**src/hvn_pkg.sv**
```systemverilog
// ----------------------------------------------------------------------------
// hvn_pkg
// Shared types and constants for the heightmap vertex normal core.
// ----------------------------------------------------------------------------
package hvn_pkg;

	// Grid geometry.
	localparam int MAX_WIDTH = 1024;
	localparam int COL_W     = $clog2(MAX_WIDTH);
	localparam int ROW_W     = 16;
	localparam int GW_W      = 11;

	// Fixed-point formats.
	localparam int HEIGHT_W         = 24;
	localparam int NORMAL_FRAC_BITS = 14;
	localparam int FACE_SHIFT       = 21;
	localparam int VERT_SHIFT       = NORMAL_FRAC_BITS + 14;
	localparam int FACE_W           = 16;
	localparam int SUM_W            = 18;

	// Serial unit widths.
	localparam int DIV_N  = 48;
	localparam int DIV_D  = 32;
	localparam int ROOT_N = 64;
	localparam int ROOT_W = 32;

	// Vertex queue.
	localparam int QDEPTH = 4;
	localparam int QPTR_W = $clog2(QDEPTH);

	// Configuration register indexes.
	typedef enum logic [1:0] {
		REG_GRID_WIDTH   = 2'd0,
		REG_GRID_HEIGHT  = 2'd1,
		REG_HEIGHT_SCALE = 2'd2
	} reg_idx_t;

	// Configuration register set.
	typedef struct packed {
		logic [GW_W-1:0]  grid_width;
		logic [ROW_W-1:0] grid_height;
		logic [15:0]      height_scale;
	} cfg_t;

	// One face normal in Q1.14.
	typedef struct packed {
		logic signed [FACE_W-1:0] x;
		logic signed [FACE_W-1:0] y;
		logic signed [FACE_W-1:0] z;
	} face_t;

	// One vertex job: summed face normals and position.
	typedef struct packed {
		logic [ROW_W-1:0]        row;
		logic [COL_W-1:0]        col;
		logic signed [SUM_W-1:0] sx;
		logic signed [SUM_W-1:0] sy;
		logic signed [SUM_W-1:0] sz;
		logic                    last;
	} job_t;

	// Sign-extend a face component to the sum width.
	function automatic logic signed [SUM_W-1:0] ext(input logic signed [FACE_W-1:0] v);
		ext = SUM_W'(v);
	endfunction

endpackage

```
**src/hvn_queue.sv**
```systemverilog
// ----------------------------------------------------------------------------
// hvn_queue
// Small job queue between the front and the back.
// ----------------------------------------------------------------------------
module hvn_queue import hvn_pkg::*; (
	input  logic clk,
	input  logic arst_n,
	input  job_t push_data,
	input  logic push_valid,
	output logic push_ready,
	output job_t pop_data,
	output logic pop_valid,
	input  logic pop_ready
);

	job_t              slot_q [QDEPTH];
	logic [QPTR_W-1:0] wr_q, rd_q;
	logic [QPTR_W:0]   cnt_q;
	logic              do_push, do_pop;

	assign push_ready = cnt_q != (QPTR_W+1)'(QDEPTH);
	assign pop_valid  = cnt_q != '0;
	assign do_push    = push_valid && push_ready;
	assign do_pop     = pop_valid && pop_ready;
	assign pop_data   = slot_q[rd_q];

	// Pointers and fill level.
	always_ff @(posedge clk or negedge arst_n) begin
		if (!arst_n) begin
			wr_q  <= '0;
			rd_q  <= '0;
			cnt_q <= '0;
		end else begin
			if (do_push) wr_q <= wr_q + QPTR_W'(1);
			if (do_pop) rd_q <= rd_q + QPTR_W'(1);
			if (do_push && !do_pop) cnt_q <= cnt_q + (QPTR_W+1)'(1);
			else if (do_pop && !do_push) cnt_q <= cnt_q - (QPTR_W+1)'(1);
		end
	end

	// Storage.
	always_ff @(posedge clk) begin
		if (do_push) slot_q[wr_q] <= push_data;
	end

endmodule

```
**config.mk**
```make
export PLATFORM = sky130hd
export DESIGN_NAME = hvn_queue
export DESIGN_NICKNAME = d
export VERILOG_FILES = /design/src/hvn_pkg.sv /design/src/hvn_queue.sv
export SDC_FILE = /design/constraint.sdc
export NUM_CORES = 1
export LEC_CHECK = 0
export ABC_AREA = 1
export BUFFER_PORTS_ARGS = -buffer_cell sky130_fd_sc_hd__buf_2
export CAP_MARGIN = 20
export CORE_ASPECT_RATIO = 0.75
export CORE_MARGIN = 10
export CORE_UTILIZATION = 40
export CTS_CLUSTER_DIAMETER = 60
export DETAILED_ROUTE_END_ITERATION = 10
export PLACE_DENSITY = 0.67
export SLEW_MARGIN = 15
export SYNTH_ARGS = -nofsm -noshare
export SYNTH_HDL_FRONTEND = slang
export SYNTH_SLANG_ARGS = --single-unit
export TNS_END_PERCENT = 1
```
**constraint.sdc**
```tcl
create_clock -name clk -period 5.3 [get_ports clk]
set_input_delay 1.06 -clock clk [delete_from_list [all_inputs] [get_ports clk]]
set_output_delay 1.06 -clock clk [all_outputs]
set_load 0.02 [all_outputs]
```
; Yosys cells after proc, flatten, opt, wreduce, memory -nomap -nowiden
; Memories as Yosys holds them, arrays and structs flattened.
; Index checks and enable logic that the tools add are counted.
[word_totals]
regBits = 7
ramBits = 324
inputBits = 85
out_inout_bits = 83
elab_cells = 21
n_memories = 1
[memory_table]
columns = name, depth, width, rd, rd_clocked_by_memory_dff, write_ports, line
row1 = slot_q, 4, 81, 1, 0, 1, hvn_queue.sv:16  ; job_t slot_q [QDEPTH];
[op_classes]
addsub = 4
n_eq_ne = 1
n_mux = 4
n_reduce_logical = 8
[op_table]
columns = cell, count
row1 = 3-bit two-way mux, 2
row2 = 2-bit by 1-bit adder with 2-bit output (second input constant), 2
row3 = 1-bit logical AND, 4
row4 = 3-bit by 1-bit adder with 3-bit output (second input constant), 1
row5 = 3-bit inequality test (second input constant), 1
row6 = 3-bit nonzero test, 1
row7 = 3-bit by 1-bit subtractor with 3-bit output (second input constant), 1
row8 = 1-bit zero test, 2
row9 = 1-bit two-way mux, 2
row10 = 2-bit nonzero test, 1

; Depth between registers and ports, before layout
[logic_depth]
word_depth = 6
ltp_mapped = 12
mapped_depth_nobuf = 12

; Worst setup path after synthesis
; Ideal clock, no wire load.
[synth_path]
path_type = input-to-reg
start = in push_valid
end = mem slot_q[0][0] (netlist bit), enable pin
setup_ns = 0.521
arrival_ns = 4.596
required_ns = 4.779
slack_ns = 0.182
path_stages = 2
path_buffers = 0
cell_sequence = nand2_1 > nor2_1
[synth_via]
elab_chain_cells = 3
[synth_rtl]
columns = element, line
row1 = start: declaration, hvn_queue.sv:9  ; input logic push_valid,
row2 = 1-bit logical AND, hvn_queue.sv:23  ; assign do_push = push_valid && push_ready;
row3 = 1-bit two-way mux, hvn_queue.sv:43  ; if (do_push) slot_q[wr_q] <= push_data;
row4 = 1-bit two-way mux (implied by the code), hvn_queue.sv:43
row5 = end: declaration, hvn_queue.sv:16
; Every way passes these cells.

==> metrics.md <==
| Metric | Value |
|---|---|
| Logic pwr share | `0.369` |
| Switching portion of total power | `0.381` |
| CP Class | `reg2out` |
| Leakage | `0.00635 uW` |
| Iter 0 DRT Violations | `519` |
| TritonCTS Buffers | `36` |
| Unrepaired setup endpoints after global routing | `no` |
| ANT nets after route | `0` |
| Buffers & Inverters on Critical Path | `3` |
| Post-synthesis sequential area ratio | `0.729` |
| Placed Area | `14,700 um^2` |
| R2r setup slk | `3.11 ns` |
| Clock share of power | `0.243` |
| Status | `complete, no violations` |
| Via density | `4.74` |
| Max Slew Vio Count | `0` |
| CP Data Required Time | `4.24 ns` |
| HPWL after DPL | `16,400 um` |
| Hold crit path type | `in2async` |
| Initial antenna violation count | `2` |
| Worst-Skew Late Latency | `0.50 ns` |
| Post-cts sizing count | `0` |
| Overall power | `9190 uW` |
| Gr ovfl total | `0` |
| Psw | `3500 uW` |
| Synth Register Bits | `331` |
| Fraction of layout cells with a size suffix above 1 | `0.239` |
| Period utilization | `0.709` |
| First-pass GRT wire length | `43,900 um` |
| Startpoint Class | `flip-flop` |
| Internal | `5690 uW` |
| Fmax | `266 MHz` |
| Starting Density | `0.405` |
| Clk sinks | `331` |
| H-tree lvl count | `2` |
| Critical-path maximum fanout | `46` |
| Largest net degree at the start of global routing | `152` |
| Die footprint | `41,800 um^2` |
| Post-Syn Area | `13,600 um^2` |
| Via count | `7,775` |
| Sequential Power Share | `0.389` |
| Avg Cell Area, Syn | `13.5 um^2` |
| Root Driver | `clkbuf_16` |
| Most common cell after layout, fill and taps aside | `edfxtp_1` |
| Gpl congestion | `0.731` |
| Delay-heaviest family, CP | `buffers and inverters` |
| PortBufs | `167` |
| Post-route DRC | `0` |
| Vias in the first global route | `7,771` |
| Clock Skew | `0.0171 ns` |
| Clock Path Buffers | `3` |
| Hold Buf Count CTS | `0` |
| DR WL/cell | `17.1 um` |
| # rows | `58` |
| Critical path cell sequence | `buf_4 -> buf_4 -> o211ai_1 -> nand2_1 -> buf_2` |
| Synth Net Count | `1,094` |
| Netlist cell types | `19` |
| First drt pass iteration count | `5` |
| Max-slew headroom | `0.446` |
| CP peak stage delay | `0.68 ns` |
| Core Box Area | `33,500 um^2` |
| Commonest non-fill, non-tap cells in the layout | `edfxtp_1, nand2_1, inv_1, buf_2, o211ai_1` |
| IO Pins | `168` |
| WL final | `28,100 um` |
| TNS Setup | `0 ns` |
| CTS tree | `done` |
| Die Height | `180 um` |
| Final setup margin | `1.54 ns` |
| Power Dens Cells | `583 nW/um^2` |
| Max-Cap Viols | `0` |
| Endpoints failing setup | `0` |
| Tmin final | `3.76 ns` |
| Antenna cells | `0` |
| Synth warn | `0` |
| Fin nets | `1,261` |
| Most common cell on crit path | `buf_4` |
| Die width | `233 um` |
| Post-route non-filler standard cell count | `1,640` |
| Measured slew at the worst slew-check pin | `0.830 ns` |
| # Post-CTS Setup Buffers | `0` |
| Slowest-stage cell, CP | `buf_4` |
| CP arrival | `2.70 ns` |
| Final hold violation count | `0` |
| Clk slew on worst S/H paths | `0.06 ns` |
| Area growth syn-to-layout | `16.1%` |
| Synth Instances | `1,003` |
| Critical path capture point type | `primary output` |
| Finished layout cell area | `15,800 um^2` |
| Place WS | `2.06 ns` |
| Placed cell count | `1,582` |
| Worst vdd ir | `0.433 mV` |
| All-Layer GR Usage | `0.132` |
## layer usage
metal	up-vias	track usage	share of wire
li1	3828	-	-
met1	3697	0.172	0.45
met2	208	0.213	0.46
met3	40	0.0370	0.068
met4	2	0.0342	0.017
met5	-	0	0.00064
## power by group through the flow
stage	combinational (uW)	sequential, uW	clock (uW)
floorplan	2500	3660	0
global placement	3430	3610	0
finish	3390	3580	2230
CTS	3480	3580	2300
detailed placement	3470	3630	0
global route	3770	3620	2410
## area by class of cell
| type | count | area, um^2 |
|---|---|---|
| Fill cell | 2947 | 17800 |
| Multi-Input combinational cell | 442 | 2630 |
| Inverter | 178 | 682 |
| Timing Repair Buffer | 181 | 966 |
| Clock buffer | 47 | 963 |
| Tap cell | 450 | 563 |
| Sequential cell | 331 | 9910 |
| Clock inverter | 11 | 63.8 |
## worst paths after layout
check / start / endpoint / depth (start not counted)
min in group clk: cnt_q[2]$_DFFE_PN0P_ / cnt_q[2]$_DFFE_PN0P_ / 2
worst max-delay path: rd_q[1]$_DFFE_PN0P_ / pop_data[6] / 5
worst min register to register: cnt_q[2]$_DFFE_PN0P_ / cnt_q[2]$_DFFE_PN0P_ / 2
max in group asynchronous: arst_n / rd_q[1]$_DFFE_PN0P_ / 1
worst min-delay path: arst_n / cnt_q[0]$_DFFE_PN0P_ / 1
worst max register to register: cnt_q[0]$_DFFE_PN0P_ / slot_q[1][72]$_DFFE_PP_ / 5
## kinds of logic (layout without fill, tap and decap cells)
logic type,count (synthesis),after routing,synth area share
xor gates and xnor gates,1,1,0.000645
adders and majority gates,6,6,0.00608
and+or+nand+nor,272,272,0.0760
AOI/OAI and AO/OA,163,163,0.108
DFF,331,331,0.729
buffers and inverters,230,417,0.0801
## registers in the layout, indices dropped and copies added, names as in the netlist
| signal | cells |
|---|---|
| cnt_q | 3 |
| rd_q | 2 |
| slot_q | 324 |
| wr_q | 2 |
## stage by stage
stage	hold WS (ns)	util
2_1_floorplan	0.482	-
3_3_place_gp	0.509	0.440
3_5_place_dp	0.532	0.440
4_1_cts	0.355	0.470
5_1_grt	0.359	0.470
6_report	0.384	0.470
## cells in the mapped netlist
| cell | number | area share |
|---|---|---|
| nor2_1 | 4 | 0.0011 |
| buf_2 | 10 | 0.0037 |
| nand2_1 | 260 | 0.072 |
| clkbuf_1 | 13 | 0.0036 |
| buf_1 | 1 | 0.00028 |
| nand4_1 | 1 | 0.00046 |
| inv_1 | 173 | 0.048 |
| dfrtp_1 | 7 | 0.013 |
| o21ai_0 | 1 | 0.00037 |
| buf_6 | 28 | 0.023 |
| xnor2_1 | 1 | 0.00064 |
| inv_2 | 4 | 0.0011 |
| o211ai_1 | 112 | 0.062 |
| ha_1 | 5 | 0.0046 |
| edfxtp_1 | 324 | 0.72 |
| fa_1 | 1 | 0.0015 |
| inv_4 | 1 | 0.00046 |
| nand3_1 | 7 | 0.0026 |
| o211ai_2 | 50 | 0.046 |
Power figures use the tool's default switching activity.
