--- src/hvn_pkg.sv ---
// ----------------------------------------------------------------------------
// hvn_pkg
// Shared types and constants for the heightmap vertex normal core.
// ----------------------------------------------------------------------------
package hvn_pkg;

	// Grid geometry.
	localparam int MAX_WIDTH = 1024;
	localparam int COL_W     = $clog2(MAX_WIDTH);
	localparam int ROW_W     = 16;
	localparam int GW_W      = 11;

	// Fixed-point formats.
	localparam int HEIGHT_W         = 24;
	localparam int NORMAL_FRAC_BITS = 14;
	localparam int FACE_SHIFT       = 21;
	localparam int VERT_SHIFT       = NORMAL_FRAC_BITS + 14;
	localparam int FACE_W           = 16;
	localparam int SUM_W            = 18;

	// Serial unit widths.
	localparam int DIV_N  = 48;
	localparam int DIV_D  = 32;
	localparam int ROOT_N = 64;
	localparam int ROOT_W = 32;

	// Vertex queue.
	localparam int QDEPTH = 4;
	localparam int QPTR_W = $clog2(QDEPTH);

	// Configuration register indexes.
	typedef enum logic [1:0] {
		REG_GRID_WIDTH   = 2'd0,
		REG_GRID_HEIGHT  = 2'd1,
		REG_HEIGHT_SCALE = 2'd2
	} reg_idx_t;

	// Configuration register set.
	typedef struct packed {
		logic [GW_W-1:0]  grid_width;
		logic [ROW_W-1:0] grid_height;
		logic [15:0]      height_scale;
	} cfg_t;

	// One face normal in Q1.14.
	typedef struct packed {
		logic signed [FACE_W-1:0] x;
		logic signed [FACE_W-1:0] y;
		logic signed [FACE_W-1:0] z;
	} face_t;

	// One vertex job: summed face normals and position.
	typedef struct packed {
		logic [ROW_W-1:0]        row;
		logic [COL_W-1:0]        col;
		logic signed [SUM_W-1:0] sx;
		logic signed [SUM_W-1:0] sy;
		logic signed [SUM_W-1:0] sz;
		logic                    last;
	} job_t;

	// Sign-extend a face component to the sum width.
	function automatic logic signed [SUM_W-1:0] ext(input logic signed [FACE_W-1:0] v);
		ext = SUM_W'(v);
	endfunction

endpackage

--- src/hvn_div.sv ---
// ----------------------------------------------------------------------------
// hvn_div
// Restoring divider, one quotient bit per cycle.
// ----------------------------------------------------------------------------
module hvn_div import hvn_pkg::*; (
	input  logic             clk,
	input  logic             arst_n,
	input  logic             start,
	input  logic [DIV_N-1:0] dividend,
	input  logic [DIV_D-1:0] divisor,
	output logic             done,
	output logic [DIV_N-1:0] quotient
);

	logic [DIV_N-1:0] num_q;
	logic [DIV_D-1:0] rem_q;
	logic [DIV_D-1:0] den_q;
	logic [5:0]       cnt_q;
	logic             busy_q;
	logic             done_q;
	logic [DIV_D:0]   trial;
	logic [DIV_D:0]   diff;
	logic             ge;

	// Shift in the next dividend bit and try a subtraction.
	assign trial = {rem_q, num_q[DIV_N-1]};
	assign diff  = trial - {1'b0, den_q};
	assign ge    = trial >= {1'b0, den_q};

	// Iteration control.
	always_ff @(posedge clk or negedge arst_n) begin
		if (!arst_n) begin
			busy_q <= 1'b0;
			done_q <= 1'b0;
			cnt_q  <= '0;
		end else if (start) begin
			busy_q <= 1'b1;
			done_q <= 1'b0;
			cnt_q  <= 6'(DIV_N - 1);
		end else if (busy_q) begin
			if (cnt_q == '0) begin
				busy_q <= 1'b0;
				done_q <= 1'b1;
			end else begin
				cnt_q <= cnt_q - 6'd1;
			end
		end else begin
			done_q <= 1'b0;
		end
	end

	// Datapath; quotient bits collect in the dividend register.
	always_ff @(posedge clk) begin
		if (start) begin
			num_q <= dividend;
			rem_q <= '0;
			den_q <= divisor;
		end else if (busy_q) begin
			rem_q <= ge ? diff[DIV_D-1:0] : trial[DIV_D-1:0];
			num_q <= {num_q[DIV_N-2:0], ge};
		end
	end

	assign done     = done_q;
	assign quotient = num_q;

endmodule

--- src/hvn_sqrt.sv ---
// ----------------------------------------------------------------------------
// hvn_sqrt
// Digit-by-digit square root, two radicand bits per cycle, rounded to nearest.
// ----------------------------------------------------------------------------
module hvn_sqrt import hvn_pkg::*; (
	input  logic              clk,
	input  logic              arst_n,
	input  logic              start,
	input  logic [ROOT_N-1:0] radicand,
	output logic              done,
	output logic [ROOT_W-1:0] root
);

	logic [ROOT_N-1:0] rad_q;
	logic [ROOT_W+1:0] rem_q;
	logic [ROOT_W-1:0] root_q;
	logic [4:0]        cnt_q;
	logic              busy_q;
	logic              done_q;
	logic [ROOT_W+3:0] t;
	logic [ROOT_W+3:0] trial;
	logic [ROOT_W+3:0] diff;
	logic              ge;
	logic [ROOT_W:0]   rounded;

	// One root bit per step.
	assign t     = {rem_q, rad_q[ROOT_N-1 -: 2]};
	assign trial = {2'b00, root_q, 2'b01};
	assign diff  = t - trial;
	assign ge    = t >= trial;

	// Iteration control.
	always_ff @(posedge clk or negedge arst_n) begin
		if (!arst_n) begin
			busy_q <= 1'b0;
			done_q <= 1'b0;
			cnt_q  <= '0;
		end else if (start) begin
			busy_q <= 1'b1;
			done_q <= 1'b0;
			cnt_q  <= 5'(ROOT_W - 1);
		end else if (busy_q) begin
			if (cnt_q == '0) begin
				busy_q <= 1'b0;
				done_q <= 1'b1;
			end else begin
				cnt_q <= cnt_q - 5'd1;
			end
		end else begin
			done_q <= 1'b0;
		end
	end

	// Datapath.
	always_ff @(posedge clk) begin
		if (start) begin
			rad_q  <= radicand;
			rem_q  <= '0;
			root_q <= '0;
		end else if (busy_q) begin
			rem_q  <= ge ? diff[ROOT_W+1:0] : t[ROOT_W+1:0];
			root_q <= {root_q[ROOT_W-2:0], ge};
			rad_q  <= {rad_q[ROOT_N-3:0], 2'b00};
		end
	end

	// Round up when the remainder exceeds the floor root.
	assign rounded = {1'b0, root_q} + {{ROOT_W{1'b0}}, (rem_q > {2'b00, root_q})};
	assign done    = done_q;
	assign root    = rounded[ROOT_W-1:0];

endmodule

--- src/hvn_back.sv ---
// ----------------------------------------------------------------------------
// hvn_back
// Renormalizes summed face normals and drives the result register.
// ----------------------------------------------------------------------------
module hvn_back import hvn_pkg::*; (
	input  logic                     clk,
	input  logic                     arst_n,
	input  job_t                     job,
	input  logic                     job_valid,
	output logic                     job_ready,
	output logic                     out_valid,
	input  logic                     out_ready,
	output logic [ROW_W-1:0]         vertex_row,
	output logic [COL_W-1:0]         vertex_col,
	output logic signed [15:0]       normal_x,
	output logic signed [15:0]       normal_y,
	output logic signed [15:0]       normal_z,
	output logic                     last
);

	typedef enum logic [6:0] {
		B_IDLE   = 7'b0000001,
		B_SQUARE = 7'b0000010,
		B_ROOT   = 7'b0000100,
		B_DIVX   = 7'b0001000,
		B_DIVY   = 7'b0010000,
		B_DIVZ   = 7'b0100000,
		B_OUT    = 7'b1000000
	} bstate_t;

	bstate_t state_q;
	job_t    job_q;
	logic [2*SUM_W-1:0] sqx_q, sqy_q, sqz_q;
	logic [ROOT_W-1:0]  len_q;
	logic signed [15:0] qx_q, qy_q, qz_q;
	logic               pend_q;
	logic               out_valid_q;
	logic               out_free;

	assign job_ready = state_q == B_IDLE;
	assign out_free  = !out_valid_q || out_ready;

	// Squared length of the sum.
	logic signed [2*SUM_W-1:0] px, py, pz;
	logic [2*SUM_W+1:0]        sq_sum;
	assign px     = job_q.sx * job_q.sx;
	assign py     = job_q.sy * job_q.sy;
	assign pz     = job_q.sz * job_q.sz;
	assign sq_sum = {2'b00, sqx_q} + {2'b00, sqy_q} + {2'b00, sqz_q};

	logic              root_start, root_done;
	logic [ROOT_N-1:0] root_rad;
	logic [ROOT_W-1:0] root_val;
	assign root_rad   = {2'b00, sq_sum[33:0], 28'b0};
	assign root_start = (state_q == B_ROOT) && !pend_q;

	hvn_sqrt u_sqrt (
		.clk      (clk),
		.arst_n   (arst_n),
		.start    (root_start),
		.radicand (root_rad),
		.done     (root_done),
		.root     (root_val)
	);

	// Component selection for the divider.
	logic signed [SUM_W-1:0] s_sel;
	logic [SUM_W-1:0]        mag;
	logic                    div_start, div_done;
	logic [DIV_N-1:0]        div_num, div_q;
	logic signed [15:0]      comp;

	always_comb begin
		case (state_q)
			B_DIVX:  s_sel = job_q.sx;
			B_DIVY:  s_sel = job_q.sy;
			B_DIVZ:  s_sel = job_q.sz;
			default: s_sel = '0;
		endcase
		mag       = s_sel[SUM_W-1] ? SUM_W'(-s_sel) : s_sel;
		div_num   = (DIV_N'(mag) << VERT_SHIFT) + {17'b0, len_q[ROOT_W-1:1]};
		div_start = (state_q == B_DIVX || state_q == B_DIVY || state_q == B_DIVZ) && !pend_q;
		comp      = s_sel[SUM_W-1] ? -$signed(div_q[15:0]) : $signed(div_q[15:0]);
	end

	hvn_div u_div (
		.clk      (clk),
		.arst_n   (arst_n),
		.start    (div_start),
		.dividend (div_num),
		.divisor  (len_q),
		.done     (div_done),
		.quotient (div_q)
	);

	// Sequencer and result handshake.
	always_ff @(posedge clk or negedge arst_n) begin
		if (!arst_n) begin
			state_q     <= B_IDLE;
			pend_q      <= 1'b0;
			out_valid_q <= 1'b0;
		end else begin
			if (out_valid_q && out_ready && state_q != B_OUT) out_valid_q <= 1'b0;
			case (state_q)
				B_IDLE: begin
					if (job_valid) state_q <= B_SQUARE;
				end
				B_SQUARE: begin
					state_q <= B_ROOT;
				end
				B_ROOT: begin
					if (root_start) pend_q <= 1'b1;
					if (root_done) begin
						pend_q  <= 1'b0;
						state_q <= (root_val == '0) ? B_OUT : B_DIVX;
					end
				end
				B_DIVX, B_DIVY, B_DIVZ: begin
					if (div_start) pend_q <= 1'b1;
					if (div_done) begin
						pend_q <= 1'b0;
						if (state_q == B_DIVX) state_q <= B_DIVY;
						else if (state_q == B_DIVY) state_q <= B_DIVZ;
						else state_q <= B_OUT;
					end
				end
				B_OUT: begin
					if (out_free) begin
						out_valid_q <= 1'b1;
						state_q     <= B_IDLE;
					end
				end
				default: begin
					state_q <= B_IDLE;
				end
			endcase
		end
	end

	// Datapath and result registers.
	always_ff @(posedge clk) begin
		if (state_q == B_IDLE && job_valid) job_q <= job;
		if (state_q == B_SQUARE) begin
			sqx_q <= px;
			sqy_q <= py;
			sqz_q <= pz;
		end
		if (state_q == B_ROOT && root_done) begin
			len_q <= root_val;
			// Faces cancel exactly: point straight up.
			qx_q  <= '0;
			qy_q  <= 16'(1 << NORMAL_FRAC_BITS);
			qz_q  <= '0;
		end
		if (div_done) begin
			if (state_q == B_DIVX) qx_q <= comp;
			if (state_q == B_DIVY) qy_q <= comp;
			if (state_q == B_DIVZ) qz_q <= comp;
		end
		if (state_q == B_OUT && out_free) begin
			vertex_row <= job_q.row;
			vertex_col <= job_q.col;
			normal_x   <= qx_q;
			normal_y   <= qy_q;
			normal_z   <= qz_q;
			last       <= job_q.last;
		end
	end

	assign out_valid = out_valid_q;

endmodule

--- config.mk ---
export PLATFORM = sky130hd
export DESIGN_NAME = hvn_back
export DESIGN_NICKNAME = d
export VERILOG_FILES = /design/src/hvn_pkg.sv /design/src/hvn_div.sv /design/src/hvn_sqrt.sv /design/src/hvn_back.sv
export SDC_FILE = /design/constraint.sdc
export NUM_CORES = 2
export LEC_CHECK = 0
export BUFFER_PORTS_ARGS = -buffer_cell sky130_fd_sc_hd__buf_2
export CAP_MARGIN = 30
export CORE_MARGIN = 5
export CORE_UTILIZATION = 60
export CTS_CLUSTER_SIZE = 10
export DETAILED_ROUTE_END_ITERATION = 8
export PLACE_DENSITY = 0.78
export REMOVE_ABC_BUFFERS = 1
export SETUP_SLACK_MARGIN = 0.5
export SLEW_MARGIN = 0
export SYNTH_ARGS = -nofsm -noshare
export SYNTH_HDL_FRONTEND = slang
export SYNTH_SLANG_ARGS = --single-unit
--- constraint.sdc ---
create_clock -name clk -period 8 [get_ports clk]
set_input_delay 0.8 -clock clk [delete_from_list [all_inputs] [get_ports clk]]
set_output_delay 0.8 -clock clk [all_outputs]
set_load 0.05 [all_outputs]
# Word level (Yosys, flattened, before mapping)
# Cells that the tools add are included.
[totals]
reg_bits = 576
in_bits = 85
out_inout_bits = 77
word_cells = 144
[op_classes]
add_sub_neg = 10
n_mul = 3
order_cmp = 3
eq_ne = 18
muxes = 52
n_reduce_logical = 23
[op_table]
columns = ["operator", "count"]
rows = [
  ["16-bit 2-to-1 mux", 10],
  ["62-bit 2-to-1 mux", 2],
  ["18-bit by 18-bit multiplier with 34-bit output", 3],
  ["48-bit 2-to-1 mux", 2],
  ["34-bit adder", 2],
  ["18-bit one-hot mux with 3 select lines", 1],
  ["7-bit 2-to-1 mux", 7],
  ["46-bit by 31-bit adder with 47-bit output", 1],
  ["36-bit by 34-bit >= comparator with 1-bit output", 1],
  ["7-bit one-hot mux with 5 select lines", 1],
  ["34-bit by 32-bit > comparator with 1-bit output", 1],
  ["34-bit 2-to-1 mux", 1],
  ["34-bit subtractor", 1],
  ["33-bit by 32-bit >= comparator with 1-bit output", 1],
  ["32-bit by 1-bit adder with 32-bit output", 1],
  ["32-bit logical NOT", 1],
  ["32-bit 2-to-1 mux", 1],
  ["32-bit subtractor", 1],
  ["1-bit 2-to-1 mux", 19],
  ["18-bit 2-to-1 mux", 1],
  ["6-bit 2-to-1 mux", 3],
  ["18-bit negator", 1],
  ["16-bit negator", 1],
  ["5-bit 2-to-1 mux", 3],
  ["25 further kinds", 43],
]

# Depth between registers and ports, before layout
[logic_depth]
ltp_word = 7
ltp_mapped = 27
depth_no_buf = 25

# Cells and area by module
# A second synthesis with hierarchy kept.
[hier_totals]
hier_cells = 5982
hier_area_um2 = 61308.8
[by_module_without_submodules]
columns = ["module", "instances", "cells_each", "area_per_inst_um2"]
rows = [
  ["hvn_back", 1, 4490, 45935.3],
  ["hvn_sqrt", 1, 849, 8456.9],
  ["hvn_div", 1, 643, 6916.6],
]

# Least setup slack after synthesis
# No wires, ideal clock.
[synth_timing]
path_kind = "register to register"
start = "reg job_q[18] (netlist bit)"
end = "reg sqz_q[33] (data pin)"
setup_time_ns = 0.260
arrival_time_ns = 6.496
required_time_ns = 7.740
slack_ns = 1.244
path_stages_with_launch = 28
cell_sequence = "edfxtp_1 > clkbuf_1 > inv_1 > clkbuf_1 > nor2_1 > fa_1 > inv_1 > fa_1 > inv_1 > ha_1 > inv_1 > fa_1 > inv_1 > fa_1 > inv_1 > fa_1 > inv_1 > ha_1 > and3_1 > nand2_1 > nand2_1 > a21oi_1 > a2bb2oi_1 > nand2b_1 > a221oi_1 > o2111ai_1 > a21oi_1 > xnor2_1"
[synth_between]
elab_chain_len = 1
[synth_lines]
columns = ["item", "line_no", "text"]
rows = [
  ["start, declared", "hvn_back.sv:32", "job_t job_q;"],
  ["start signal, assigned", "hvn_back.sv:142", "if (state_q == B_IDLE && job_valid) job_q <= job;"],
  ["18-bit by 18-bit multiplier with 34-bit output", "hvn_back.sv:48", "assign pz = job_q.sz * job_q.sz;"],
  ["via pz[33]", "hvn_back.sv:44", "logic signed [2*SUM_W-1:0] px, py, pz;"],
  ["end signal, assigned", "hvn_back.sv:146", "sqz_q <= pz;"],
  ["end, declared", "hvn_back.sv:33", "logic [2*SUM_W-1:0] sqx_q, sqy_q, sqz_q;"],
]
# The timed path passes the listed nets, and every way through them passes these cells.
# A chain may end at the register's enable or synchronous reset.

# Final worst setup path
[layout_timing]
start = "reg job_q[10] (netlist bit)"
end = "reg sqz_q[33] (data pin)"
# The elaborated chain is that of the path after synthesis.

==> out/qor.csv <==
metric,value,unit
met2 WL,69400,um
# IOs,162,
final cell count without fillers,7400,
M1 WL,56100,um
Netlist Area Pre-Place,59100,sq um
crit path kind,register to register,
met3 wire length,11300,um
crit path capture type,register,
I/O Buffers,161,
First-pass DRT Iterations,6,
Hold Crit Class,primary input to async pin,
Die H,324,um
vias in the first global route,44500,
synth unique cells,94,
leading area contributor after synthesis,fa_1,
DP HPWL,111000,um
placed insts,7245,
top-area cell type share of the netlist area,29.9,%
clk buf depth,3,
number of synthesized register bits,573,
area occupied by multi-input gates,37900,sq um
CORE AREA,98000,sq um
Clock Tree Root,clkbuf_16,
Total Wirelength,143000,um
async set-reset flop share out of synthesis,4.19,%
clk sinks,573,
vias per cell,5.63,
main area contributors after synthesis,"fa_1, edfxtp_1, ha_1, inv_1, dfxtp_1",
clock slew at reported path FFs,0.07,ns
yosys warns,0,
number of DRC markers in iteration 0,3331,
sequential area share after synthesis,26.4,%
register area,15600,sq um
DR vias,41600,
first-pass GRT wire length,231000,um
Tcrit/Tclk final,90.4,%
Post-synth EDFFs,401,
min cycle time layout,7.23,ns
Worst Path Required,8.39,ns
Top Layer Used,met5,
crit path max fanout,20,
wire per inst,19.3,um
"Arr. time, crit path",7.62,ns
Hold Slack,0.171,ns
full die area,105000,sq um
initial antenna violation count,6,
final setup fails,0,
fin. max-slew vios,0,
Slew headroom,28.0,%
Slew @ Worst Pin,1.08,ns
fill cell count,7534,
setup TNS,0,ns
unrepaired setup endpoints after global routing,true,
"Remaining Overflow, GRT",0,
share of cells above drive strength 1,6.69,%
"Hold Vio Cnt, Final",0,
status,completed,
gr usage total,27.7,%
largest net degree at the start of global routing,93,
Syn-to-layout area delta,8.16,%
die width,324,um
GPL Wtd Cong,0.947,
row cnt,115,
MaxCap Viol Count,0,
CTS buffer count,72,
CTS tree,done,
post-route ant nets,0,
Syn Area/Cell,9.99,sq um
H-Tree Depth,3,
Initial Util,60.3,%
Worst Skew,0.0254,ns
"Top FF cell, synth",edfxtp_1,
drc violations,0,
CP startpoint kind,register,
clock latency at the later pin of the worst-skew pair,0.64,ns
f_max,138,MHz
nets@finish,7437,
post-cts hold buffer count,0,
Mapped Cells,5910,
-- cells in the mapped netlist (all sizes together), types with 13 or more instances --
| master | number |
|---|---|
| a211oi | 23 |
| a21o | 88 |
| a21oi | 214 |
| a31oi | 31 |
| and2 | 151 |
| and3 | 28 |
| buf | 18 |
| clkbuf | 167 |
| dfrtp | 23 |
| dfxtp | 148 |
| edfxtp | 401 |
| fa | 883 |
| ha | 413 |
| inv | 1305 |
| mux2i | 77 |
| nand2 | 630 |
| nand2b | 44 |
| nand3 | 65 |
| nand3b | 26 |
| nand4 | 27 |
| nor2 | 256 |
| nor2b | 25 |
| nor3 | 53 |
| nor4 | 20 |
| o211ai | 22 |
| o21a | 34 |
| o21ai | 226 |
| o21bai | 13 |
| o31ai | 15 |
| or3 | 14 |
| or4 | 13 |
| xnor2 | 215 |
| xor2 | 91 |
-- registers in the layout, indices dropped and copies added (netlist names), 32 cells and up --
name            flops
u_sqrt.root_q      32
sqz_q              33
u_sqrt.rad_q       36
sqx_q              33
u_div.den_q        32
u_div.rem_q        32
sqy_q              33
u_div.quotient     48
job_q              81
u_sqrt.rem_q       34
len_q              32
-- path summary, 6_finish.rpt --
check	start	end	slack [ns]	cells past startpoint
worst min-delay path	arst_n	u_div.cnt_q[3]	0.17	1
worst max-delay path	job_q[10]	sqz_q[33]	0.77	20
worst max register to register	job_q[10]	sqz_q[33]	0.77	20
max in group asynchronous	arst_n	u_sqrt.busy_q	7.41	1
worst min register to register	job_q[78]	vertex_row[13]	0.41	0
min in group clk	job[10]	job_q[10]	0.33	1
-- what timing repair did --
action	4_1_cts	5_1_grt
endpoints found under the setup margin	0	9
setup buffers	0	23
gates resized for setup	0	1
-- cell families after synthesis --
kind of cell,Yosys count,synth area share [%]
other cells,1,0.00635
xor+xnor,306,4.55
mux,80,1.37
buf+inv,1490,9.56
fa+ha+maj,1296,38.7
flops,573,26.4
compound gates,775,8.39
simple gates,1389,11.0
-- metal layers --
layer / up-vias / GRT usage [%]
met1: 20700 / 35.9
met3: 372 / 5.50
li1: 19000 / -
met4: 4 / 10.7
met5: - / 0
met2: 1575 / 46.7
-- area by class of cell --
class | count | share of cell area [%]
inverters | 1305 | 7.67
flip-flops and latches | 573 | 24.4
well taps | 1287 | 2.52
clock inverters | 17 | 0.421
diodes | 3 | 0.0118
multi-input cells | 3849 | 59.3
clock buffers | 111 | 3.11
repair buffers | 255 | 2.56
-- placed cells by master, fill, tap and decap left out, drive strengths merged, types with 77 or more instances in the layout --
cell type  netlist  layout
nand2          630     630
and2           151     151
clkbuf         167     112
buf             18     253
inv           1305    1307
dfxtp          148     148
xor2            91      91
a21oi          214     214
nor2           256     256
mux2i           77      77
a21o            88      88
o21ai          226     226
ha             413     413
fa             883     883
xnor2          215     215
edfxtp         401     401
-- worst max-delay path, cell delays in order (launching register included) --
cell and delay (ns):
edfxtp_1 0.88, nand2_1 0.22, fa_1 0.50, fa_1 0.56
inv_1 0.04, ha_1 0.31, fa_1 0.51, inv_1 0.05
fa_1 0.49, fa_1 0.49, inv_1 0.04, ha_1 0.32
or4_1 0.52, o21ai_0 0.09, a21oi_1 0.10, a311o_1 0.48
a221o_1 0.44, a221oi_1 0.46, o2111ai_1 0.18, a21oi_1 0.20
xnor2_1 0.08
-- stage by stage --
step                      cell area (sq um)  util (%)  worst slack [ns]
final                                 63900      65.2             0.768
after global routing                  63900      65.2             0.408
after CTS                             63600      64.9             0.740
after detailed placement              61400      62.6             0.724
after global placement                61300      62.5             0.912
after floorplan                       58300         -              1.37
Power is not shown: default switching activity piles up to over one toggle a cycle in this logic, so the estimate is an artifact.
